File: config.mk
export PLATFORM = sky130hd
export DESIGN_NAME = vsl_div
export DESIGN_NICKNAME = d
export VERILOG_FILES = /design/src/rtl/vector_set_length_macros.svh /design/src/rtl/vsl_pkg.sv /design/src/rtl/vsl_div.sv
export SDC_FILE = /design/constraint.sdc
export NUM_CORES = 2
export LEC_CHECK = 0
export BUFFER_PORTS_ARGS = -buffer_cell sky130_fd_sc_hd__clkbuf_2
export CORE_MARGIN = 3
export CORE_UTILIZATION = 45
export CTS_BUF_LIST = sky130_fd_sc_hd__clkbuf_8
export DETAILED_ROUTE_END_ITERATION = 10
export GPL_TIMING_DRIVEN = 0
export PLACE_DENSITY_LB_ADDON = 0.25
export SKIP_CTS_REPAIR_TIMING = 1
export SYNTH_ARGS = -nofsm -noshare
export SYNTH_HDL_FRONTEND = slang
export SYNTH_SLANG_ARGS = --single-unit
export TNS_END_PERCENT = 10
File: constraint.sdc
create_clock -name clk -period 7.6 [get_ports clk]
set_input_delay 0.38 -clock clk [delete_from_list [all_inputs] [get_ports clk]]
set_output_delay 0.38 -clock clk [all_outputs]
set_load 0.01 [all_outputs]
File: src/rtl/vector_set_length_macros.svh
// assertion macros for the vector_set_length block
// expects clk and rst_n in the scope where a macro is used
`ifndef VECTOR_SET_LENGTH_MACROS_SVH
`define VECTOR_SET_LENGTH_MACROS_SVH

// condition holds in the same cycle
`define VSL_ASSERT_NOW(lbl, ant, con, msg) \
    lbl: assert property (@(posedge clk) disable iff (!rst_n) (ant) |-> (con)) else $error(msg);

// condition holds in the cycle after the antecedent
`define VSL_ASSERT_NEXT(lbl, ant, con, msg) \
    lbl: assert property (@(posedge clk) disable iff (!rst_n) (ant) |=> (con)) else $error(msg);

`endif

File: src/rtl/vsl_pkg.sv
// shared types and constants for the vector_set_length block
// no dependencies
package vsl_pkg;

    localparam int COMP_W  = 24;
    localparam int TGT_W   = COMP_W - 1;
    localparam int MAG_W   = COMP_W;
    localparam int SQ_W    = 2 * MAG_W;
    localparam int ROOT_W  = SQ_W / 2;
    localparam int PROD_W  = MAG_W + TGT_W;
    localparam int Q_W     = TGT_W;
    localparam int LANES   = 3;

    typedef struct packed {
        logic signed [COMP_W-1:0] vec_x;
        logic signed [COMP_W-1:0] vec_y;
        logic signed [COMP_W-1:0] vec_z;
        logic [TGT_W-1:0]         target_length;
    } item_t;

    typedef struct packed {
        logic signed [COMP_W-1:0] scaled_x;
        logic signed [COMP_W-1:0] scaled_y;
        logic signed [COMP_W-1:0] scaled_z;
        logic [COMP_W-1:0]        input_length;
        logic                     zero_vector;
    } result_t;

    typedef struct packed {
        logic [LANES-1:0][MAG_W-1:0] mag;
        logic [LANES-1:0]            neg;
        logic [TGT_W-1:0]            target;
    } side_t;

    typedef struct packed {
        logic [ROOT_W-1:0] len;
        logic              zero;
    } len_info_t;

endpackage

File: src/rtl/vsl_div.sv
// one lane back end: product with target, pipelined restoring divide, sign
// depends on vsl_pkg
module vsl_div (
    input  logic                              clk,
    input  logic                              en,
    input  logic [vsl_pkg::MAG_W-1:0]         mag,
    input  logic                              neg,
    input  logic [vsl_pkg::TGT_W-1:0]         target,
    input  logic [vsl_pkg::ROOT_W-1:0]        len,
    output logic signed [vsl_pkg::COMP_W-1:0] scaled
);

    localparam int N = vsl_pkg::Q_W;

    logic [vsl_pkg::PROD_W-1:0] prod_reg;
    logic                       neg0_reg;
    logic [vsl_pkg::ROOT_W-1:0] len0_reg;

    logic [vsl_pkg::PROD_W-1:0] rem_reg [N];
    logic [N-1:0]               q_reg   [N];
    logic                       neg_reg [N];
    logic [vsl_pkg::ROOT_W-1:0] len_reg [N];

    always_ff @(posedge clk)
    begin
        if (en)
        begin
            prod_reg <= vsl_pkg::PROD_W'(mag) * vsl_pkg::PROD_W'(target);
            neg0_reg <= neg;
            len0_reg <= len;
        end
    end

    genvar j;
    generate
        for (j = 0; j < N; j++)
        begin : g_stage
            logic [vsl_pkg::PROD_W-1:0] rem_in;
            logic [N-1:0]               q_in;
            logic                       neg_in;
            logic [vsl_pkg::ROOT_W-1:0] len_in;
            logic [vsl_pkg::PROD_W:0]   trial;
            logic [vsl_pkg::PROD_W-1:0] rem_next;
            logic [N-1:0]               q_next;

            if (j == 0)
            begin : g_first
                assign rem_in = prod_reg;
                assign q_in   = '0;
                assign neg_in = neg0_reg;
                assign len_in = len0_reg;
            end
            else
            begin : g_rest
                assign rem_in = rem_reg[j-1];
                assign q_in   = q_reg[j-1];
                assign neg_in = neg_reg[j-1];
                assign len_in = len_reg[j-1];
            end

            assign trial = (vsl_pkg::PROD_W+1)'(len_in) << (N - 1 - j);

            always_comb
            begin
                rem_next = rem_in;
                q_next   = q_in;
                if ({1'b0, rem_in} >= trial)
                begin
                    rem_next          = rem_in - trial[vsl_pkg::PROD_W-1:0];
                    q_next[N - 1 - j] = 1'b1;
                end
            end

            always_ff @(posedge clk)
            begin
                if (en)
                begin
                    rem_reg[j] <= rem_next;
                    q_reg[j]   <= q_next;
                    neg_reg[j] <= neg_in;
                    len_reg[j] <= len_in;
                end
            end
        end
    endgenerate

    always_comb
    begin
        if (neg_reg[N-1])
        begin
            scaled = ~vsl_pkg::COMP_W'(q_reg[N-1]) + vsl_pkg::COMP_W'(1);
        end
        else
        begin
            scaled = vsl_pkg::COMP_W'(q_reg[N-1]);
        end
    end

endmodule

==> results.yml <==
finish:
  largest_register_ffs: 1034
  syn2layout_area_growth_pct: 9.982
  final_nets: 12168
  final_area_um2: 128900
  drive_gt1_share_pct: 6.909
routing:
  first_pass_iters: 6
  viasPerCell: 5.514
  ant_nets: 0
  wire_per_inst_um: 20.49
  drt_wl_total_um: 297500
  drt-initial-drc-count: 6974
  drcViolationCount: 0
  dr_total_vias: 80065
setup_path:
  startpoint_type: "input port"
  crit_family: "adder cells"
  crit_fanout: 10
  critPathMaxStageDelay_ps: 720
  crit_arrival_ps: 8230
  cp_common_cell: "fa_1"
  slowest_stage: "clkdlybuf4s15_1"
  path_class: "in -> reg"
  end_kind: "register"
  path_buf_inv: 8
  crit_required_ps: 8280
clock_tree:
  htreeDepth: 5
  clock_sinks: 1933
  clk_pin_slew_ps: 60
  clock_latency_ps: 1020
  cts_tree: "yes"
  cts_buffers: 334
  cts_root_buf: "clkbuf_8"
  clockBufferDepth: 4
run:
  maxCapViolCount: 0
grt:
  grt_max_degree: 130
  grt_pass1_vias: 80573
  grt_pass1_wl_um: 461700
  grt-ovfl-total: 0
  grt_usage_pct: 22.08
  antenna_found_initial: 29
power:
  design_power_total_mw: 61.28
  leakage_nw: 52.65
  ir_drop_v: 0.001622
  powerDensity_nw_per_um2: 475.3
die:
  start_util_pct: 45.45
  rows: 186
  coreArea_um2: 257900
  die_width_um: 516.4
  dieArea_um2: 266600
  die_y_um: 516.4
  ios: 98
logic_synthesis:
  netlist_top_cells_count: "edfxtp_1, inv_1, nand2_1, ha_1, a21oi_1"
  synthesis.area_um2: 117200
  synth_top_area_cell: "edfxtp_1"
  async_flop_share_pct: 0
  synth_top_area_share_pct: 49.52
  synth_nets: 11688
  synthCells: 10407
  synthTopCellsByArea: "edfxtp_1, fa_1, ha_1"
  synth-seq-cells: 1933
  ys_warn_count: 0
  yosys.cell_count.top_type: "edfxtp_1"
  syn_area_per_cell_um2: 11.26
  synthFlopType: "edfxtp_1"
  yosysSeqAreaShare_pct: 49.52
  synth-edff-count: 1933
  yosysUniqueCellTypes: 96
timing:
  skew_ps: 81.65
  maxSlewViolCount: 0
  setup_viol: 0
  rsz0062_at_grt: "false"
  finalCritPeriodShare_pct: 99.27
  maxSlewHeadroom_pct: 2.554
  hold_viol: 0
  tightest_slew_ps: 1442
  timing.final.crit_period_ps: 7545
  fmax_ghz: 0.1325
place:
  place_hpwl_um: 232300
  numPortBuffers: 97
  dpl_cell_area_um2: 122500
  place.gp.congestion: 0.9583
min_path:
  min_path_type: "in -> reg"
outcome:
  status: "finished clean"
-- where the power goes --
group	switching (mW)	leakage, nW	total [mW]	internal, mW
sequential	1.67	18.7	17.7	16.0
clock	4.24	3.46	8.80	4.56
combinational	20.8	30.5	34.8	14.0
-- per-layer routing --
metal | vias to the layer above | GRT usage, % | share of wire [%]
li1 | 37836 | - | -
met1 | 39317 | 30.22 | 44
met2 | 2387 | 35.87 | 47
met3 | 501 | 3.864 | 6.3
met4 | 24 | 6.793 | 3.0
met5 | - | 0 | 0.048
-- layout by cell type, fill, tap and decap left out, drive strengths merged, types with 29 or more instances in the layout --
cell type / Yosys / routed
edfxtp: 1933 / 1933
inv: 1225 / 1331
nand2: 893 / 893
ha: 726 / 726
clkbuf: 274 / 703
a21oi: 695 / 695
nor2: 607 / 607
fa: 481 / 481
xnor2: 435 / 435
o21ai: 424 / 424
a21o: 326 / 326
xor2: 316 / 316
and2: 259 / 259
nor3: 155 / 155
nand3: 150 / 150
nor4: 148 / 148
clkinv: 1 / 117
mux2: 110 / 110
nand2b: 106 / 106
nand4: 102 / 102
nor2b: 95 / 95
o21a: 94 / 94
or3: 68 / 68
a31oi: 64 / 64
o31ai: 58 / 58
o21bai: 55 / 55
a211oi: 54 / 54
and3: 54 / 54
buf: 26 / 49
or4: 41 / 41
or2: 32 / 32
o211ai: 29 / 29
-- final cells by class --
| type | instances | area (µm²) |
|---|---|---|
| Fill cell | 23076 | 129000 |
| Sequential cell | 1933 | 58050 |
| Multi-Input combinational cell | 6948 | 53430 |
| Clock buffer | 336 | 4624 |
| Inverter | 1226 | 4602 |
| Tap cell | 3384 | 4234 |
| Clock inverter | 243 | 1486 |
| Timing Repair Buffer | 146 | 1286 |
| Buffer | 298 | 1185 |
| Antenna cell | 6 | 15.01 |
-- path summary, 6_finish.rpt --
| kind | start | slack, ps | depth (start not counted) | end |
|---|---|---|---|---|
| setup / recovery | mag[12] | 60 | 27 | g_stage[0].rem_in[46]$_DFFE_PP_ |
| hold / removal | len[9] | 140 | 2 | g_stage[0].len_in[9]$_DFFE_PP_ |
| setup reg to reg | rem_reg[2][109]$_DFFE_PP_ | 1990 | 11 | rem_reg[2][165]$_DFFE_PP_ |
| hold reg to reg | rem_reg[1][100]$_DFFE_PP_ | 390 | 0 | rem_reg[1][147]$_DFFE_PP_ |
-- per-stage QoR --
stage	utilization (%)	std cells	setup TNS [ps]	hold WS [ps]	setup WS (ps)
2_1_floorplan	-	10407	0	400.3	514.9
3_3_place_gp	47.28	13888	-	400.3	-27140
3_5_place_dp	47.50	13910	-9918	404.5	-1172
4_1_cts	49.87	14489	-88.70	-546.3	-88.70
5_1_grt	49.99	14517	0	44.14	3.705
6_report	49.99	14520	0	143.4	55.33
-- cell families after synthesis --
kind of cell / synth area share (%)
adders and majority gates: 15.97
AOI/OAI and AO/OA: 10.93
muxes: 1.185
xor gates and xnor gates: 5.612
buffers and inverters: 4.921
and+or+nand+nor: 11.87
DFF: 49.52
-- worst register-to-register path, cell delays in order (launching register included) --
cell and delay [ps]:
edfxtp_1 410, ha_1 390, nand2_1 240, nor3_1 880, nor4bb_1 1020, nand4b_1 400, nand4_1 240, nor2b_1 100
inv_2 260, buf_1 700, buf_1 550, a21oi_1 160
No activity file was read; power rests on OpenSTA's default activity.
