$ cat config.mk
export PLATFORM = sky130hd
export DESIGN_NAME = vsl_sqrt
export DESIGN_NICKNAME = d
export VERILOG_FILES = /design/src/rtl/vector_set_length_macros.svh /design/src/rtl/vsl_pkg.sv /design/src/rtl/vsl_sqrt.sv
export SDC_FILE = /design/constraint.sdc
export NUM_CORES = 2
export LEC_CHECK = 0
export BUFFER_PORTS_ARGS = -buffer_cell sky130_fd_sc_hd__buf_2
export CAP_MARGIN = 30
export CELL_PAD_IN_SITES_DETAIL_PLACEMENT = 0
export CELL_PAD_IN_SITES_GLOBAL_PLACEMENT = 1
export CORE_MARGIN = 8
export CORE_UTILIZATION = 25
export DETAILED_ROUTE_END_ITERATION = 12
export PLACE_DENSITY = 0.53
export SLEW_MARGIN = 30
export SYNTH_ARGS = -nofsm -noshare
export SYNTH_HDL_FRONTEND = slang
export SYNTH_MEMORY_MAX_BITS = 65536
export SYNTH_SLANG_ARGS = --single-unit
$ cat constraint.sdc
create_clock -name clk -period 4.3 [get_ports clk]
set_input_delay 0.43 -clock clk [delete_from_list [all_inputs] [get_ports clk]]
set_output_delay 0.43 -clock clk [all_outputs]
set_load 0.05 [all_outputs]
$ cat src/rtl/vector_set_length_macros.svh
// assertion macros for the vector_set_length block
// expects clk and rst_n in the scope where a macro is used
`ifndef VECTOR_SET_LENGTH_MACROS_SVH
`define VECTOR_SET_LENGTH_MACROS_SVH

// condition holds in the same cycle
`define VSL_ASSERT_NOW(lbl, ant, con, msg) \
    lbl: assert property (@(posedge clk) disable iff (!rst_n) (ant) |-> (con)) else $error(msg);

// condition holds in the cycle after the antecedent
`define VSL_ASSERT_NEXT(lbl, ant, con, msg) \
    lbl: assert property (@(posedge clk) disable iff (!rst_n) (ant) |=> (con)) else $error(msg);

`endif

$ cat src/rtl/vsl_pkg.sv
// shared types and constants for the vector_set_length block
// no dependencies
package vsl_pkg;

    localparam int COMP_W  = 24;
    localparam int TGT_W   = COMP_W - 1;
    localparam int MAG_W   = COMP_W;
    localparam int SQ_W    = 2 * MAG_W;
    localparam int ROOT_W  = SQ_W / 2;
    localparam int PROD_W  = MAG_W + TGT_W;
    localparam int Q_W     = TGT_W;
    localparam int LANES   = 3;

    typedef struct packed {
        logic signed [COMP_W-1:0] vec_x;
        logic signed [COMP_W-1:0] vec_y;
        logic signed [COMP_W-1:0] vec_z;
        logic [TGT_W-1:0]         target_length;
    } item_t;

    typedef struct packed {
        logic signed [COMP_W-1:0] scaled_x;
        logic signed [COMP_W-1:0] scaled_y;
        logic signed [COMP_W-1:0] scaled_z;
        logic [COMP_W-1:0]        input_length;
        logic                     zero_vector;
    } result_t;

    typedef struct packed {
        logic [LANES-1:0][MAG_W-1:0] mag;
        logic [LANES-1:0]            neg;
        logic [TGT_W-1:0]            target;
    } side_t;

    typedef struct packed {
        logic [ROOT_W-1:0] len;
        logic              zero;
    } len_info_t;

endpackage

$ cat src/rtl/vsl_sqrt.sv
// pipelined integer square root, one root bit per stage
// depends on vsl_pkg
module vsl_sqrt (
    input  logic                        clk,
    input  logic                        en,
    input  logic [vsl_pkg::SQ_W-1:0]    radicand,
    input  vsl_pkg::side_t              side_in,
    output logic [vsl_pkg::ROOT_W-1:0]  root,
    output vsl_pkg::side_t              side_out
);

    localparam int N = vsl_pkg::ROOT_W;

    logic [vsl_pkg::SQ_W-1:0] rem_reg  [N];
    logic [vsl_pkg::SQ_W-1:0] root_reg [N];
    vsl_pkg::side_t           side_reg [N];

    genvar k;
    generate
        for (k = 0; k < N; k++)
        begin : g_stage
            logic [vsl_pkg::SQ_W-1:0] rem_in;
            logic [vsl_pkg::SQ_W-1:0] root_in;
            vsl_pkg::side_t           side_i;
            logic [vsl_pkg::SQ_W-1:0] bit_w;
            logic [vsl_pkg::SQ_W-1:0] trial;
            logic [vsl_pkg::SQ_W-1:0] rem_next;
            logic [vsl_pkg::SQ_W-1:0] root_next;

            if (k == 0)
            begin : g_first
                assign rem_in  = radicand;
                assign root_in = '0;
                assign side_i  = side_in;
            end
            else
            begin : g_rest
                assign rem_in  = rem_reg[k-1];
                assign root_in = root_reg[k-1];
                assign side_i  = side_reg[k-1];
            end

            assign bit_w = vsl_pkg::SQ_W'(1) << (2 * (N - 1 - k));
            assign trial = root_in + bit_w;

            always_comb
            begin
                if (rem_in >= trial)
                begin
                    rem_next  = rem_in - trial;
                    root_next = (root_in >> 1) + bit_w;
                end
                else
                begin
                    rem_next  = rem_in;
                    root_next = root_in >> 1;
                end
            end

            always_ff @(posedge clk)
            begin
                if (en)
                begin
                    rem_reg[k]  <= rem_next;
                    root_reg[k] <= root_next;
                    side_reg[k] <= side_i;
                end
            end
        end
    endgenerate

    assign root     = root_reg[N-1][N-1:0];
    assign side_out = side_reg[N-1];

endmodule

==> results.md <==
- The flow ran to the end, and the final reports show no timing, DRC or antenna violations.
- The combined area of the multi-input logic cells is around 23000 sq um.
- The number of library cell types mapped by synthesis is 84.
- The finished layout holds between 15k and 20k standard cells, fillers aside.
- The die footprint is roughly 580000 sq um.
- The min-delay analysis places its worst path in the category in -> reg.
- The average instance in the mapped netlist occupies between 15 and 20 sq um.
- The peak supply drop is between 0.0004 and 0.0005 V.
- The critical register-to-register path startpoint is rem_reg[3][23].
- The initial antenna violation count is 3.
- The post-route cell area is 165000 sq um.
- The share of flip-flops with an asynchronous set or reset is 0%.
- After layout, the worst setup slack is roughly 0.43 ns.
- The worst setup path is captured at a register.
- The final worst clock skew is roughly 0.13 ns.
- For this run, the top clock speed supported by timing is around 260 MHz.
- The floorplan step set the die width to 759 um.
- The met1 track demand over resource is a little under a tenth.
- The number of cells on the worst hold path is 2.
- Global routing consumed, over all layers together, slightly above 8% of the routing resources.
- The count of pins over their slew limit is 0.
- The number of global-route vias before repair is between 60k and 70k.
- The arrival time at the worst endpoint is around 4.6 ns.
- The first global-routing pass estimated around 380 mm of wire.
- The power consumption is 87.7 mW.
- Across the whole layout, storage elements account for around 110000 sq um.
- In this run the static leakage power is roughly 57 nW.
- The number of hold-slack violations in the final timing report is 0.
- The fill cell total of the finished layout is 53.9k.
- The post-layout net count is 9070.
- The core occupancy in the finished layout is between 20% and 30%.
- STA puts the critical path data required time at roughly 5 ns.
- For this block, the via count after detailed routing is 64.8k.
- The fraction of the cycle the final worst path needs is 89.9%.
- The placed instance count is 15.3k.
- The start point of the worst hold path is side_in[52].
- The path with the worst hold slack has its endpoint at side_reg[0][52].
- The share of the yosys chip area belonging to registers is 81.7%.
- Setup violations remaining at the end of the flow were counted as 0.
- The cell at the root of the clock tree is clkbuf_16.
- TritonCTS built the clock tree.
- The power density relative to cell area is approximately 530 nW/um^2.
- The count of synthesis-stage warnings from yosys is 0.
- The worst slack at placement is 0.493 ns.
- Post-CTS timing repair inserted 0 buffers for setup.
- The count of nets left with antenna violations once routing finished came out at 0.
- The HPWL reported at the end of detailed placement is ~160 mm.
- The floorplan step defined a core boundary enclosing ~550000 sq um.
- The number of gates resized after CTS is 0.
- The area growth from synthesis to layout is 19.2%.
- The clock net in this run drives a total of ~3.8k sinks.
- The post-route minimum period is 3.87 ns.
- After global routing, the most crowded layer is met2.
- Cells with a size suffix above 1 make up 11.9% of the layout.
- The met2 demand-to-capacity share in global routing is about 14%.
- The number of port buffers is between 200 and 300.
- Buffers inserted to repair hold after CTS numbered 173.
- Yosys mapped a number of flops with a built-in enable equal to approximately 3.8k.
- The standard cell area after detailed placement is between 100000 and 150000 sq um.
- The most used flip-flop cell after synthesis is edfxtp_1.
- Pin placement for this block handled between 200 and 300 I/O pins.
- The synthesized netlist net count is approximately 8k.
- The transition time of the tightest slew-check pin is between 0.9 and 1 ns.
- The first-pass iteration count of the detailed router is 7.
- In the layout the commonest cells are edfxtp_1, inv_1, clkbuf_16.
- Setup repair after global routing left no endpoint under its margin.
- The clock tree synthesis step divided the H-tree into 5 levels.
- The worst register-to-register path has a depth of 8.
- The post-detailed-route DRC marker count is 0.
- In this run the vertical extent of the chip is 759 um.
- The leading cell type in the layout, fill and taps excluded is edfxtp_1.
- The worst reg-to-reg setup slack is approximately 0.43 ns.
- The synthesized design contains around 3.8k register bits.
- In the final routed layout, each cell accounts on average for 14.9 um.
- The clock reaches the later pin of the worst-skew pair after 0.98 ns.
- The routing usage on met3 is under 10%.
- The class of the most critical setup path is reg -> reg.
- The setup TNS after final layout is 0 ns.
- The clock input transition at the sequential cells of the worst setup and hold paths is about 0.060 ns.
- Synthesis produced around 7.7k cells.
- In this run the tightest slew margin relative to its limit is between 30% and 40%.
- After detailed routing, the number of vias per cell comes to 3.99.
- The synthesized area is about 140000 sq um.
- In this run the critical register-to-register path is captured at rem_reg[3][87].
- In this run the worst path has a maximum fanout of 13.
- The floorplan row count is ~270.
- On the final layout, the worst hold slack is roughly 0.17 ns.
- The total detailed-routing wirelength is ~240 mm.
- The number of buffers between clock root and the deepest sink is 4.
- The worst setup path is launched from a register.
- The detailed router finished its first iteration with around 3.5k violations.
- The total grt overflow is 0.
- The number of flip-flops in the largest register is around 2.4k.
- The maximum number of pins on one net before global-route repair is roughly 150.
- The effective utilization at floorplan is 25.0%.
- Routability-driven placement finished with a final weighted congestion of 0.840.
- The number of clock buffers inserted by TritonCTS is just over 400.
- The number of max-cap violations is 0.
## layer usage
| metal | up-vias | share of wire, % |
|---|---|---|
| met1 | 31300 | 42 |
| met4 | 0 | 4.6 |
| li1 | 31600 | - |
| met2 | 1210 | 48 |
| met5 | - | 0 |
| met3 | 609 | 4.6 |
## cells in the mapped netlist, types with 33 or more instances
library cell / number / area share (%)
inv_1: 421 / 1.1
nand2_1: 370 / 1.0
o21ai_0: 271 / 0.98
a21o_1: 92 / 0.50
nor3_1: 166 / 0.60
or3_1: 61 / 0.28
nand2b_1: 57 / 0.26
nor2b_1: 51 / 0.23
xor2_1: 206 / 1.3
nand3_1: 87 / 0.32
edfxtp_1: 3756 / 82
o21a_1: 62 / 0.34
clkbuf_1: 87 / 0.24
a21oi_1: 267 / 0.97
nand4_1: 101 / 0.46
nor2_1: 306 / 0.83
nor4b_1: 33 / 0.21
nor4_1: 186 / 0.84
o31ai_1: 43 / 0.23
xnor2_1: 264 / 1.7
ha_1: 322 / 2.9
## worst max-delay path, stage by stage (launching register included)
cell	delay [ns]
edfxtp_1	0.41
ha_1	0.36
or4b_2	0.59
nor4_1	0.18
nand4_1	0.26
nor4_1	0.71
nor3_2	0.29
or4_1	0.57
a32o_1	0.21
## power breakdown
group	internal, mW	switching (mW)
Combinational	3.19	4.95
Clock	19.7	14.3
Sequential	44.0	1.61
## final cells by class
type,count,share of cell area [%]
sequential,3756,68.5
multi-input combinational,3425,14.1
clock buffer,497,6.47
tap,7287,5.54
timing repair buffer,583,2.78
clock inverter,251,1.54
inverter,424,0.967
antenna,3,0.00456
## worst max path at each step
stage	from	endpoint	slack [ns]	cells past startpoint
floorplan	rem_reg[3][69]	rem_reg[3][142]	1.05	9
global placement	root_reg[3][69]	rem_reg[3][140]	0.46	10
detailed placement	rem_reg[3][23]	rem_reg[3][87]	0.49	8
CTS	rem_reg[3][23]	rem_reg[3][87]	0.46	8
global route	rem_reg[3][113]	rem_reg[3][188]	0.32	11
finish	rem_reg[3][23]	rem_reg[3][87]	0.43	8
## logic make-up (layout without fill, tap and decap cells)
logic type      after synthesis  in the layout  share of synthesized area [%]
flops                      3756           3756                           81.7
simple gates               1597           1597                           6.04
compound gates              994            994                           4.55
buf+inv                     529           1755                           1.46
xor+xnor                    470            470                           2.98
fa+ha+maj                   322            322                           2.92
mux                          42             42                          0.328
other cells                   0              3                              0
Note: power is estimated with default switching activity, not from simulation.
