==> config.mk <==
export PLATFORM = sky130hd
export DESIGN_NAME = vsl_square
export DESIGN_NICKNAME = d
export VERILOG_FILES = /design/src/rtl/vector_set_length_macros.svh /design/src/rtl/vsl_pkg.sv /design/src/rtl/vsl_square.sv
export SDC_FILE = /design/constraint.sdc
export NUM_CORES = 1
export LEC_CHECK = 0
export BUFFER_PORTS_ARGS = -buffer_cell sky130_fd_sc_hd__buf_2
export CAP_MARGIN = 10
export CORE_ASPECT_RATIO = 0.75
export CORE_UTILIZATION = 56
export CTS_CLUSTER_DIAMETER = 80
export CTS_CLUSTER_SIZE = 14
export DETAILED_ROUTE_END_ITERATION = 16
export PLACE_DENSITY = 0.77
export SETUP_SLACK_MARGIN = 0.15
export SLEW_MARGIN = 30
export SYNTH_ARGS = -nofsm -noshare
export SYNTH_HDL_FRONTEND = slang
export SYNTH_SLANG_ARGS = --single-unit
==> constraint.sdc <==
create_clock -name clk -period 8.6 [get_ports clk]
set_input_delay 1.29 -clock clk [delete_from_list [all_inputs] [get_ports clk]]
set_output_delay 1.29 -clock clk [all_outputs]
set_load 0.05 [all_outputs]
==> src/rtl/vector_set_length_macros.svh <==
// assertion macros for the vector_set_length block
// expects clk and rst_n in the scope where a macro is used
`ifndef VECTOR_SET_LENGTH_MACROS_SVH
`define VECTOR_SET_LENGTH_MACROS_SVH

// condition holds in the same cycle
`define VSL_ASSERT_NOW(lbl, ant, con, msg) \
    lbl: assert property (@(posedge clk) disable iff (!rst_n) (ant) |-> (con)) else $error(msg);

// condition holds in the cycle after the antecedent
`define VSL_ASSERT_NEXT(lbl, ant, con, msg) \
    lbl: assert property (@(posedge clk) disable iff (!rst_n) (ant) |=> (con)) else $error(msg);

`endif

==> src/rtl/vsl_pkg.sv <==
// shared types and constants for the vector_set_length block
// no dependencies
package vsl_pkg;

    localparam int COMP_W  = 24;
    localparam int TGT_W   = COMP_W - 1;
    localparam int MAG_W   = COMP_W;
    localparam int SQ_W    = 2 * MAG_W;
    localparam int ROOT_W  = SQ_W / 2;
    localparam int PROD_W  = MAG_W + TGT_W;
    localparam int Q_W     = TGT_W;
    localparam int LANES   = 3;

    typedef struct packed {
        logic signed [COMP_W-1:0] vec_x;
        logic signed [COMP_W-1:0] vec_y;
        logic signed [COMP_W-1:0] vec_z;
        logic [TGT_W-1:0]         target_length;
    } item_t;

    typedef struct packed {
        logic signed [COMP_W-1:0] scaled_x;
        logic signed [COMP_W-1:0] scaled_y;
        logic signed [COMP_W-1:0] scaled_z;
        logic [COMP_W-1:0]        input_length;
        logic                     zero_vector;
    } result_t;

    typedef struct packed {
        logic [LANES-1:0][MAG_W-1:0] mag;
        logic [LANES-1:0]            neg;
        logic [TGT_W-1:0]            target;
    } side_t;

    typedef struct packed {
        logic [ROOT_W-1:0] len;
        logic              zero;
    } len_info_t;

endpackage

==> src/rtl/vsl_square.sv <==
// one lane front end: magnitude and square of a signed component
// depends on vsl_pkg
module vsl_square (
    input  logic                              clk,
    input  logic                              en,
    input  logic signed [vsl_pkg::COMP_W-1:0] comp,
    output logic [vsl_pkg::MAG_W-1:0]         mag,
    output logic                              neg,
    output logic [vsl_pkg::SQ_W-1:0]          sq
);

    logic [vsl_pkg::MAG_W-1:0] mag_next;
    logic [vsl_pkg::MAG_W-1:0] mag_reg;
    logic                      neg_reg;
    logic [vsl_pkg::SQ_W-1:0]  sq_reg;

    always_comb
    begin
        if (comp[vsl_pkg::COMP_W-1])
        begin
            mag_next = ~vsl_pkg::MAG_W'(comp) + vsl_pkg::MAG_W'(1);
        end
        else
        begin
            mag_next = vsl_pkg::MAG_W'(comp);
        end
    end

    always_ff @(posedge clk)
    begin
        if (en)
        begin
            mag_reg <= mag_next;
            neg_reg <= comp[vsl_pkg::COMP_W-1];
            sq_reg  <= vsl_pkg::SQ_W'(mag_next) * vsl_pkg::SQ_W'(mag_next);
        end
    end

    assign mag = mag_reg;
    assign neg = neg_reg;
    assign sq  = sq_reg;

endmodule

==> results of run 1 <==
-- layer usage --
| layer | GRT usage | up-vias | share of wire |
|---|---|---|---|
| met5 | 0 | - | 0 |
| met4 | 0.1081 | 0 | 0.042 |
| met3 | 0.1034 | 199 | 0.12 |
| met1 | 0.4841 | 7888 | 0.38 |
| met2 | 0.5511 | 973 | 0.46 |
| li1 | - | 6764 | - |
-- stage by stage --
stage	setup TNS, ns	hold slack (ns)
global placement	-21.37	1.828
floorplan	-4.458	1.389
detailed placement	-24.03	1.829
finish	-8.913	1.437
global route	-13.04	1.468
CTS	-5.336	1.494
-- worst paths after layout --
path,to,slack (ns),start,depth (start not counted)
setup / recovery,sq[37],-0.52,comp[8],29
hold / removal,mag[18],1.44,en,1
-- cell families (layout without fill, tap and decap cells) --
kind of cell               Yosys count  count (layout)  share of synthesized area
buffers and inverters              661            1097                     0.1341
adders and majority gates          592             592                     0.5647
AOI/OAI and AO/OA                  177             177                    0.05862
xor gates and xnor gates            72              72                    0.03606
and+or+nand+nor                    405             405                    0.09181
muxes                                1               1                  0.0005342
DFF                                 71              71                     0.1138
other                                2              18                  0.0004008
-- layout by cell type, fill, tap and decap left out, drive strengths merged, types with 3 or more instances in the layout --
master	Yosys	final
nand4	18	18
o21bai	10	10
a31oi	5	5
nand2	182	182
clkbuf	47	9
a211oi	11	11
edfxtp	71	71
nand3	10	10
nor2	154	154
xnor2	48	48
o31ai	11	11
ha	169	169
o31a	3	3
nand2b	4	4
fa	423	423
inv	593	598
a21oi	58	58
or3	3	3
and2	3	3
buf	16	482
xor2	24	24
or4	6	6
a21o	11	11
nor3	13	13
nor2b	3	3
o21ai	42	42
o21a	8	8
conb	2	18
clkinv	5	5
-- what timing repair did --
action,4_1_cts,5_1_grt
gates resized for setup,148,94
endpoints found under the setup margin,28,32
cloned,1,0
pin swaps,63,55
buffers inserted,35,14
-- worst max-delay path, delay by kind of cell --
family | cells | cell delay [ns]
and+or+nand+nor | 6 | 1.95
buffers and inverters | 11 | 1.40
AOI/OAI and AO/OA | 2 | 0.53
adders and majority gates | 8 | 3.70
xor gates and xnor gates | 2 | 0.38
-- final cells by class --
type	count	share of cell area
multi-input combinational	1265	0.6354
timing repair buffer	482	0.1468
inverter	598	0.09342
sequential	71	0.08829
tap	442	0.02290
clock buffer	9	0.009326
clock inverter	7	0.003471
timing repair inverter	1	0.0003109
==> summary.log, run 1 <==
[hold_path] class of the most critical hold timing path in2reg
[setup_path] Worst path max stage delay 0.54 ns
[drt] Detailed Routing Iterations Pass 1 5
[drt] wire length per cell 20.62 µm
[run_status] violated checks negative setup slack
[layout] Fillers 2176
[setup_path] nature of the critical path endpoint register
[sta] Worst Tran Pin Value 0.7453 ns
[yosys] number of warnings issued by yosys 0
[yosys] cell area after synthesis 18740 µm²
[sta] maximum clock frequency 109.7 MHz
[placement] Detail Placement HPWL 46180 µm
[yosys] Synth Instances 1981
[clock_tree] maximum level of the CTS H-tree 3
[floorplanning] io pins 99
[floorplanning] FP Rows 57
[layout] cell area after layout 24150 µm²
[layout] fraction of final layout cells with drive strength greater than 1 0.2976
[yosys] Post-Syn Area per Cell 9.459 µm²
[placement] PortBufs 97
[placement] number of cells after detailed placement 2809
[yosys] fraction of synthesized cell area taken by the top area cell type 0.4519
[sta] Slew headroom 0.5031
[flow_run] number of violations of the max-capacitance limit 0
[setup_path] highest-delay cell along the critical path sky130_fd_sc_hd__fa_1
[setup_path] signal arrival time at the worst endpoint 9.25 ns
[floorplanning] starting utilization of the core area 0.5737
[layout] share of the core filled with cells 0.7393
[floorplanning] vertical die dimension 160.4 µm
[global_routing] GR Util All Layers 0.3551
[yosys] largest area contributor in the synthesized netlist sky130_fd_sc_hd__fa_1
[setup_path] cell with the most instances on the worst path sky130_fd_sc_hd__fa_1
[drt] antenna viol nets, final 0
[sta] post-route minimum period 9.119 ns
[layout] diode count 0
[clock_tree] number of buffers added by the clock tree synthesis step 9
[drt] overall routed net length 59300 µm
[yosys] dominant cell by count in the synthesized netlist sky130_fd_sc_hd__inv_1
[layout] Multi-input gate area 15340 µm²
[clock_tree] register clock-pin slew on the reported worst setup and hold paths 0.09 ns
[sta] setup repair after global routing missed its margin true
[yosys] commonest cells in the synthesized netlist 585 x sky130_fd_sc_hd__inv_1, 423 x sky130_fd_sc_hd__fa_1, 176 x sky130_fd_sc_hd__nand2_1
[clock_tree] count of hold-fix buffers inserted at cts 0
[sta] fin. max-slew vios 0
[floorplanning] overall die width 213.2 µm
[setup_path] Max Fanout on Critical Path 8
[drt] DRT iter0 DRCs 1256
[sta] worst setup margin -0.5185 ns
[drt] routed vias/inst 5.504
[placement] DP Area 22350 µm²
[global_routing] antenna violations before repair 0
[yosys] proportion of synthesized flip-flops having asynchronous set or reset 0
[placement] placer congestion estimate 1.018
[layout] Total Nets Final 3046
[clock_tree] clk buf depth 2
[yosys] count of state elements after synthesis 71
[sta] final-report setup violation count 26
[yosys] number of enable-type register cells in the synthesized netlist 71
[layout] FF+latch area 2132 µm²
[floorplanning] area of the die 34210 µm²
[clock_tree] clock root buffer sky130_fd_sc_hd__clkbuf_16
[setup_path] startpoint type of the worst setup path input pin
[global_routing] first-pass GRT wire length 91290 µm
[yosys] biggest area contributors in the synthesized netlist sky130_fd_sc_hd__fa_1 45%, sky130_fd_sc_hd__inv_1 12%, sky130_fd_sc_hd__edfxtp_1 11%, sky130_fd_sc_hd__ha_1 11%, sky130_fd_sc_hd__nand2_1 3.5%
[setup_path] critical path start-end classification in2reg
[global_routing] pin count of the biggest net entering global routing 72
[global_routing] via count of the first global-routing pass 17002
[clock_tree] total clock sinks 71
[sta] number of hold violations in the final report 0
[clock_tree] TritonCTS clock tree yes
[yosys] sequential area share after synthesis 0.1138
[layout] final standard cell count with taps included and fillers excluded 2875
[floorplanning] Std-Cell Core Area 32660 µm²
[global_routing] total congestion overflow after global routing 0
[run_status] run status finished, violations left
[layout] P&R area growth vs syn 28.86%
[drt] overall via count from detail_route 15824
[placement] minimum setup slack after placement -1.083 ns
[yosys] Top FF cell, synth sky130_fd_sc_hd__edfxtp_1
[yosys] unique cell type count in the Yosys netlist 62
[layout] Largest register FFs 46
[sta] final worst path period share 1.060
[drt] total DRC errors in the routed layout 0
[setup_path] data required time of the worst path 8.73 ns
Power of run 1 is left out: the tool's default activity adds up to more than one toggle a clock period on the data nets, which glitch-free logic cannot reach.
==> run 2, diff against run 1 <==
CTS_BUF_LIST = sky130_fd_sc_hd__clkbuf_4   (was unset)
SETUP_SLACK_MARGIN = unset   (was 0.15)
SKIP_LAST_GASP = 1   (was unset)
==> summary.log, run 2 (synthesis results as in run 1) <==
[setup_path] critical path start-end classification in2reg
[clock_tree] clock root buffer sky130_fd_sc_hd__clkbuf_4
[setup_path] Max Fanout on Critical Path 7 [-1]
[floorplanning] io pins 99 [unchanged]
[hold_path] hold depth 1 [unchanged]
[floorplanning] Std-Cell Core Area 32660 µm² [unchanged]
[setup_path] data required time of the worst path 8.88 ns [+0.15 ns]
[hold_path] hold path start en
[clock_tree] count of hold-fix buffers inserted at cts 0 [unchanged]
[setup_path] startpoint type of the worst setup path input pin
[sta] worst setup margin -0.4051 ns [+0.1134 ns]
[drt] routed vias/inst 5.400 [-1.9%]
[floorplanning] area of the die 34210 µm² [unchanged]
[sta] maximum clock frequency 111.0 MHz [+1.3%]
[clock_tree] total clock sinks 71 [unchanged]
[drt] DRT iter0 DRCs 1186 [-5.6%]
[setup_path] signal arrival time at the worst endpoint 9.29 ns [+0.04 ns]
[clock_tree] clk buf depth 2 [unchanged]
[clock_tree] number of buffers added by the clock tree synthesis step 9 [unchanged]
[sta] setup repair after global routing missed its margin true
[setup_path] nature of the critical path endpoint register
[drt] total DRC errors in the routed layout 0 [unchanged]
[sta] number of hold violations in the final report 0 [unchanged]
[global_routing] via count of the first global-routing pass 16667 [-2.0%]
[drt] Detailed Routing Iterations Pass 1 7 [+2]
[sta] fin. max-slew vios 0 [unchanged]
[setup_path] Worst Setup SP comp[8]
[run_status] violated checks negative setup slack
[placement] PortBufs 97 [unchanged]
[floorplanning] vertical die dimension 160.4 µm [unchanged]
[floorplanning] starting utilization of the core area 0.5737 [unchanged]
[global_routing] first-pass GRT wire length 88890 µm [-2.6%]
[setup_path] highest-delay cell along the critical path sky130_fd_sc_hd__or4_4
[drt] antenna viol nets, final 0 [unchanged]
[clock_tree] register clock-pin slew on the reported worst setup and hold paths 0.19 ns [+0.10 ns]
[global_routing] total congestion overflow after global routing 0 [unchanged]
[layout] commonest cells after routing, fill and taps aside 563 x sky130_fd_sc_hd__inv_1, 412 x sky130_fd_sc_hd__fa_1, 352 x sky130_fd_sc_hd__buf_4
[layout] P&R area growth vs syn 28.33%
[layout] fraction of final layout cells with drive strength greater than 1 0.2913 [-0.006301]
[floorplanning] FP Rows 57 [unchanged]
[sta] final worst path period share 1.047 [-0.01319]
[layout] Largest register FFs 46 [unchanged]
[clock_tree] maximum level of the CTS H-tree 3 [unchanged]
[sta] Slew headroom 0.4934 [-0.009753]
[placement] placer congestion estimate 0.9991 [-1.8%]
[global_routing] GR Util All Layers 0.3487 [-0.006378]
[clock_tree] TritonCTS clock tree yes
[drt] wire length per cell 20.50 µm [-0.60%]
[drt] overall routed net length 59150 µm [-0.25%]
[global_routing] pin count of the biggest net entering global routing 72 [unchanged]
[sta] Worst Tran Pin Value 0.7599 ns [+0.01463 ns]
[hold_path] class of the most critical hold timing path in2reg
[sta] final-report setup violation count 23 [-12%]
[global_routing] antenna violations before repair 2 [+2]
[layout] Total Nets Final 3054 [+0.26%]
[sta] post-route minimum period 9.005 ns [-0.1134 ns]
[layout] most common cell after layout, fill and taps aside sky130_fd_sc_hd__inv_1
[layout] Fillers 2235 [+2.7%]
[floorplanning] overall die width 213.2 µm [unchanged]
[flow_run] number of violations of the max-capacitance limit 0 [unchanged]
[setup_path] cell with the most instances on the worst path sky130_fd_sc_hd__fa_1
[setup_path] Worst path max stage delay 0.53 ns [about the same]
[run_status] run status finished, violations left
[sta] hold slack final 1.290 ns [-0.1474 ns]
[placement] Detail Placement HPWL 46600 µm [+0.91%]
[drt] overall via count from detail_route 15578 [-1.6%]
-- run 2: cell types whose count changed in the layout (fill, tap and decap cells not counted), sizes merged --
cell      previous run  this run
buf                482       489
clkinv               5         8
diode                0         2
inv                598       596
bufinv               1         2
clkinvlp             2         1
-- run 2: timing repair --
action | CTS | global route
pin swaps | 56 | 75
setup endpoints to repair | 27 | 31
gates resized for setup | 104 | 136
gates cloned | 2 | 0
buffers inserted | 27 | 17
-- run 2: critical path: cells and delay by family --
kind,cells,cell delay (ns)
xor+xnor,2,0.25
simple gates,5,1.46
compound gates,6,1.25
buf+inv,11,1.17
fa+ha+maj,8,3.84
-- run 2: metal layers --
layer / part of all wire / track usage
met2: 0.46 / 0.5339
met5: 0 / 0
met4: 0.043 / 0.1120
met1: 0.38 / 0.4674
met3: 0.12 / 0.1187
-- run 2: worst paths after layout --
kind / endpoint / slack (ns)
setup / recovery: sq[40] / -0.41
hold / removal: mag[22] / 1.29
-- run 2: per-stage QoR --
stage          instances  TNS, ns  setup slack, ns  area [µm²]    util
2_1_floorplan       1997   -4.325          -0.3555       19060       -
3_3_place_gp        2825   -22.14           -1.012       22520  0.6894
3_5_place_dp        2825   -24.06           -1.049       22520  0.6894
4_1_cts             2869   -2.243          -0.1691       23320  0.7139
5_1_grt             2885   -10.93          -0.5971       24050  0.7362
6_report            2885   -6.303          -0.4051       24050  0.7362
-- run 2: final cells by class --
cell class / instances / area, µm² / share of cell area
Multi-Input combinational cell: 1265 / 15220 / 0.6330
Timing Repair Buffer: 489 / 3700 / 0.1538
Inverter: 598 / 2277 / 0.09469
Sequential cell: 71 / 2132 / 0.08866
Tap cell: 442 / 553.0 / 0.02300
Clock inverter: 7 / 77.57 / 0.003226
Clock buffer: 9 / 67.56 / 0.002810
Timing Repair inverter: 2 / 13.76 / 0.0005723
Antenna cell: 2 / 5.005 / 0.0002081
Power of run 2 is left out for the same reason.
==> run 3, diff against run 2 <==
ABC_AREA = 1   (was unset)
==> summary.log, run 3 <==
[run_status] run status finished, final reports clean
[floorplanning] vertical die dimension 167.7 µm [+4.5%]
[global_routing] Global Route met3 Usage 0.09317 [-0.02552]
[setup_path] cell with the most instances on the worst path sky130_fd_sc_hd__fa_1
[drt] total DRC errors in the routed layout 0 [unchanged]
[global_routing] antenna violations before repair 5 [+3]
[floorplanning] FP Rows 60 [+5.3%]
[floorplanning] Std-Cell Core Area 35960 µm² [+10%]
[setup_path] Max Fanout on Critical Path 7 [unchanged]
[setup_path] highest-delay cell along the critical path sky130_fd_sc_hd__fa_1
[yosys] dominant cell by count in the synthesized netlist sky130_fd_sc_hd__inv_1
[sta] number of hold violations in the final report 0 [unchanged]
[placement] placer congestion estimate 1.030 [+3.0%]
[global_routing] most crowded layer after global routing met2
[setup_path] signal arrival time at the worst endpoint 8.43 ns [-0.86 ns]
[clock_tree] TritonCTS clock tree yes
[yosys] commonest cells in the synthesized netlist 774 x sky130_fd_sc_hd__inv_1, 556 x sky130_fd_sc_hd__nand2_1, 423 x sky130_fd_sc_hd__fa_1
[layout] P&R area growth vs syn 8.441%
[yosys] sequential area share after synthesis 0.1040 [-0.009771]
[global_routing] via count of the first global-routing pass 17685 [+6.1%]
[layout] most common cell after layout, fill and taps aside sky130_fd_sc_hd__inv_1
[clock_tree] clk buf depth 2 [unchanged]
[sta] TNS Setup 0 ns [+6.303 ns]
[sta] Worst Tran Pin Value 0.7705 ns [+0.01059 ns]
[clock_tree] count of hold-fix buffers inserted at cts 0 [unchanged]
[floorplanning] io pins 99 [unchanged]
[setup_path] startpoint type of the worst setup path input pin
[clock_tree] clock root buffer sky130_fd_sc_hd__clkbuf_4
[placement] minimum setup slack after placement 0.01500 ns [+1.064 ns]
[yosys] biggest area contributors in the synthesized netlist sky130_fd_sc_hd__fa_1 41%, sky130_fd_sc_hd__inv_1 14%, sky130_fd_sc_hd__edfxtp_1 10%, sky130_fd_sc_hd__ha_1 10%, sky130_fd_sc_hd__nand2_1 10%
[drt] wire length per cell 19.31 µm [-5.8%]
[layout] Largest register FFs 46 [unchanged]
[sta] worst setup margin 0.4384 ns [+0.8435 ns]
[floorplanning] overall die width 222.9 µm [+4.5%]
[placement] PortBufs 97 [unchanged]
[yosys] proportion of synthesized flip-flops having asynchronous set or reset 0 [unchanged]
[yosys] largest area contributor in the synthesized netlist sky130_fd_sc_hd__fa_1
[drt] DRT iter0 DRCs 1416 [+19%]
[global_routing] global-route met1 utilization 0.4712 [+0.003791]
[setup_path] data required time of the worst path 8.87 ns [about the same]
[drt] antenna viol nets, final 0 [unchanged]
[layout] share of the core filled with cells 0.6182 [-0.1180]
[yosys] number of enable-type register cells in the synthesized netlist 71 [unchanged]
[sta] setup repair after global routing missed its margin false
[hold_path] hold depth 1 [unchanged]
[drt] routed vias/inst 5.248 [-2.8%]
[layout] Multi-input gate area 15140 µm² [-0.52%]
[yosys] unique cell type count in the Yosys netlist 43 [-31%]
[clock_tree] total clock sinks 71 [unchanged]
[layout] Total Nets Final 3290 [+7.7%]
[sta] post-route minimum period 8.162 ns [-0.8435 ns]
[drt] overall routed net length 60730 µm [+2.7%]
[clock_tree] maximum level of the CTS H-tree 3 [unchanged]
[yosys] count of state elements after synthesis 71 [unchanged]
[yosys] number of warnings issued by yosys 0 [unchanged]
[clock_tree] number of buffers added by the clock tree synthesis step 9 [unchanged]
[global_routing] pin count of the biggest net entering global routing 72 [unchanged]
[global_routing] first-pass GRT wire length 97410 µm [+9.6%]
[sta] final-report setup violation count 0 [-100%]
[drt] Detailed Routing Iterations Pass 1 6 [-1]
[sta] maximum clock frequency 122.5 MHz [+10%]
[hold_path] class of the most critical hold timing path in2reg
[flow_run] number of violations of the max-capacitance limit 0 [unchanged]
[layout] fraction of final layout cells with drive strength greater than 1 0.1009 [-0.1904]
[setup_path] Worst Setup SP comp[1]
[setup_path] critical path start-end classification in2reg
[global_routing] total congestion overflow after global routing 0 [unchanged]
[clock_tree] number of gates given a new drive strength after cts 0 [-100%]
[layout] commonest cells after routing, fill and taps aside 774 x sky130_fd_sc_hd__inv_1, 556 x sky130_fd_sc_hd__nand2_1, 423 x sky130_fd_sc_hd__fa_1
[setup_path] nature of the critical path endpoint register
[clock_tree] register clock-pin slew on the reported worst setup and hold paths 0.16 ns [-0.03 ns]
[floorplanning] starting utilization of the core area 0.5701 [-0.003623]
[sta] final worst path period share 0.9490 [-0.09808]
[global_routing] met2 routing resource usage after global routing 0.5359 [+0.001964]
[global_routing] GR Util All Layers 0.3481 [-0.0005635]
[yosys] fraction of synthesized cell area taken by the top area cell type 0.4131 [-0.03881]
[placement] Detail Placement HPWL 52340 µm [+12%]
[sta] Slew headroom 0.4863 [-0.007059]
[floorplanning] area of the die 37380 µm² [+9.3%]
[hold_path] hold path start comp[23]
[yosys] cell area after synthesis 20500 µm² [+9.4%]
[setup_path] Worst path max stage delay 0.52 ns [about the same]
[hold_path] Hold Path Sink neg
[yosys] Top FF cell, synth sky130_fd_sc_hd__edfxtp_1
[sta] fin. max-slew vios 0 [unchanged]
[layout] FF+latch area 2132 µm² [unchanged]
[yosys] Synth Instances 2502 [+26%]
[yosys] Post-Syn Area per Cell 8.193 µm² [-13%]
[clock_tree] buffers inserted during post-CTS setup optimization 0 [-100%]
[layout] Fillers 3091 [+38%]
[drt] overall via count from detail_route 16511 [+6.0%]
run 3: cell types whose count changed in the layout (fill, tap and decap cells not counted), moves of 11 or more:
cell / delta
sky130_fd_sc_hd__buf_4: -266
sky130_fd_sc_hd__fa_1: +11
sky130_fd_sc_hd__nor2_4: +14
sky130_fd_sc_hd__a21oi_2: -21
sky130_fd_sc_hd__nand2_2: -14
sky130_fd_sc_hd__ha_4: -18
sky130_fd_sc_hd__ha_1: +19
sky130_fd_sc_hd__nor2_1: +55
sky130_fd_sc_hd__nand3_1: +71
sky130_fd_sc_hd__nand2_1: +402
sky130_fd_sc_hd__fa_2: -11
sky130_fd_sc_hd__xnor2_1: -29
sky130_fd_sc_hd__buf_6: -28
sky130_fd_sc_hd__inv_1: +211
run 3: worst max-delay path by stage:
stage	to	slack (ns)	cells after the start
finish	sq[45]	0.44	33
global route	sq[47]	0.09	33
CTS	sq[45]	0.55	33
detailed placement	sq[45]	0.02	33
global placement	sq[38]	0.1	31
floorplan	sq[47]	0.57	33
run 3: final cells by class:
cell class	instances	area share
well taps	465	0.02617
repair buffers	186	0.05386
inverters	795	0.1346
multi-input cells	1609	0.6812
clock buffers	9	0.003039
flip-flops and latches	71	0.09591
diodes	4	0.0004503
clock inverters	7	0.004784
run 3: through the flow:
step / instance area, µm² / hold WS [ns] / cells
after floorplan: 20560 / 1.389 / 2518
after global placement: 22040 / 1.669 / 3126
after detailed placement: 22040 / 1.676 / 3126
after CTS: 22220 / 1.152 / 3142
after global routing: 22230 / 1.171 / 3146
final: 22230 / 1.171 / 3146
run 3: logic make-up after synthesis:
family	after synthesis	synth area share
XOR/XNOR	34	0.01617
adder cells (fa/ha/maj)	592	0.5162
AND/OR/NAND/NOR	905	0.1860
flip-flops	71	0.1040
other	2	0.0003663
buffers and inverters	838	0.1602
AO/OA/AOI/OAI	60	0.01703
run 3: critical path, delay by kind of cell:
family                     cells  cell delay (ns)
and+or+nand+nor               15             2.16
adders and majority gates      9             4.01
buffers and inverters          9             0.96
run 3: layer usage:
metal  up-vias  share of wire
li1       7479              -
met1      8079           0.40
met4         0          0.039
met5         -              0
met2       813           0.44
met3       140           0.11
Power of run 3 is left out for the same reason.
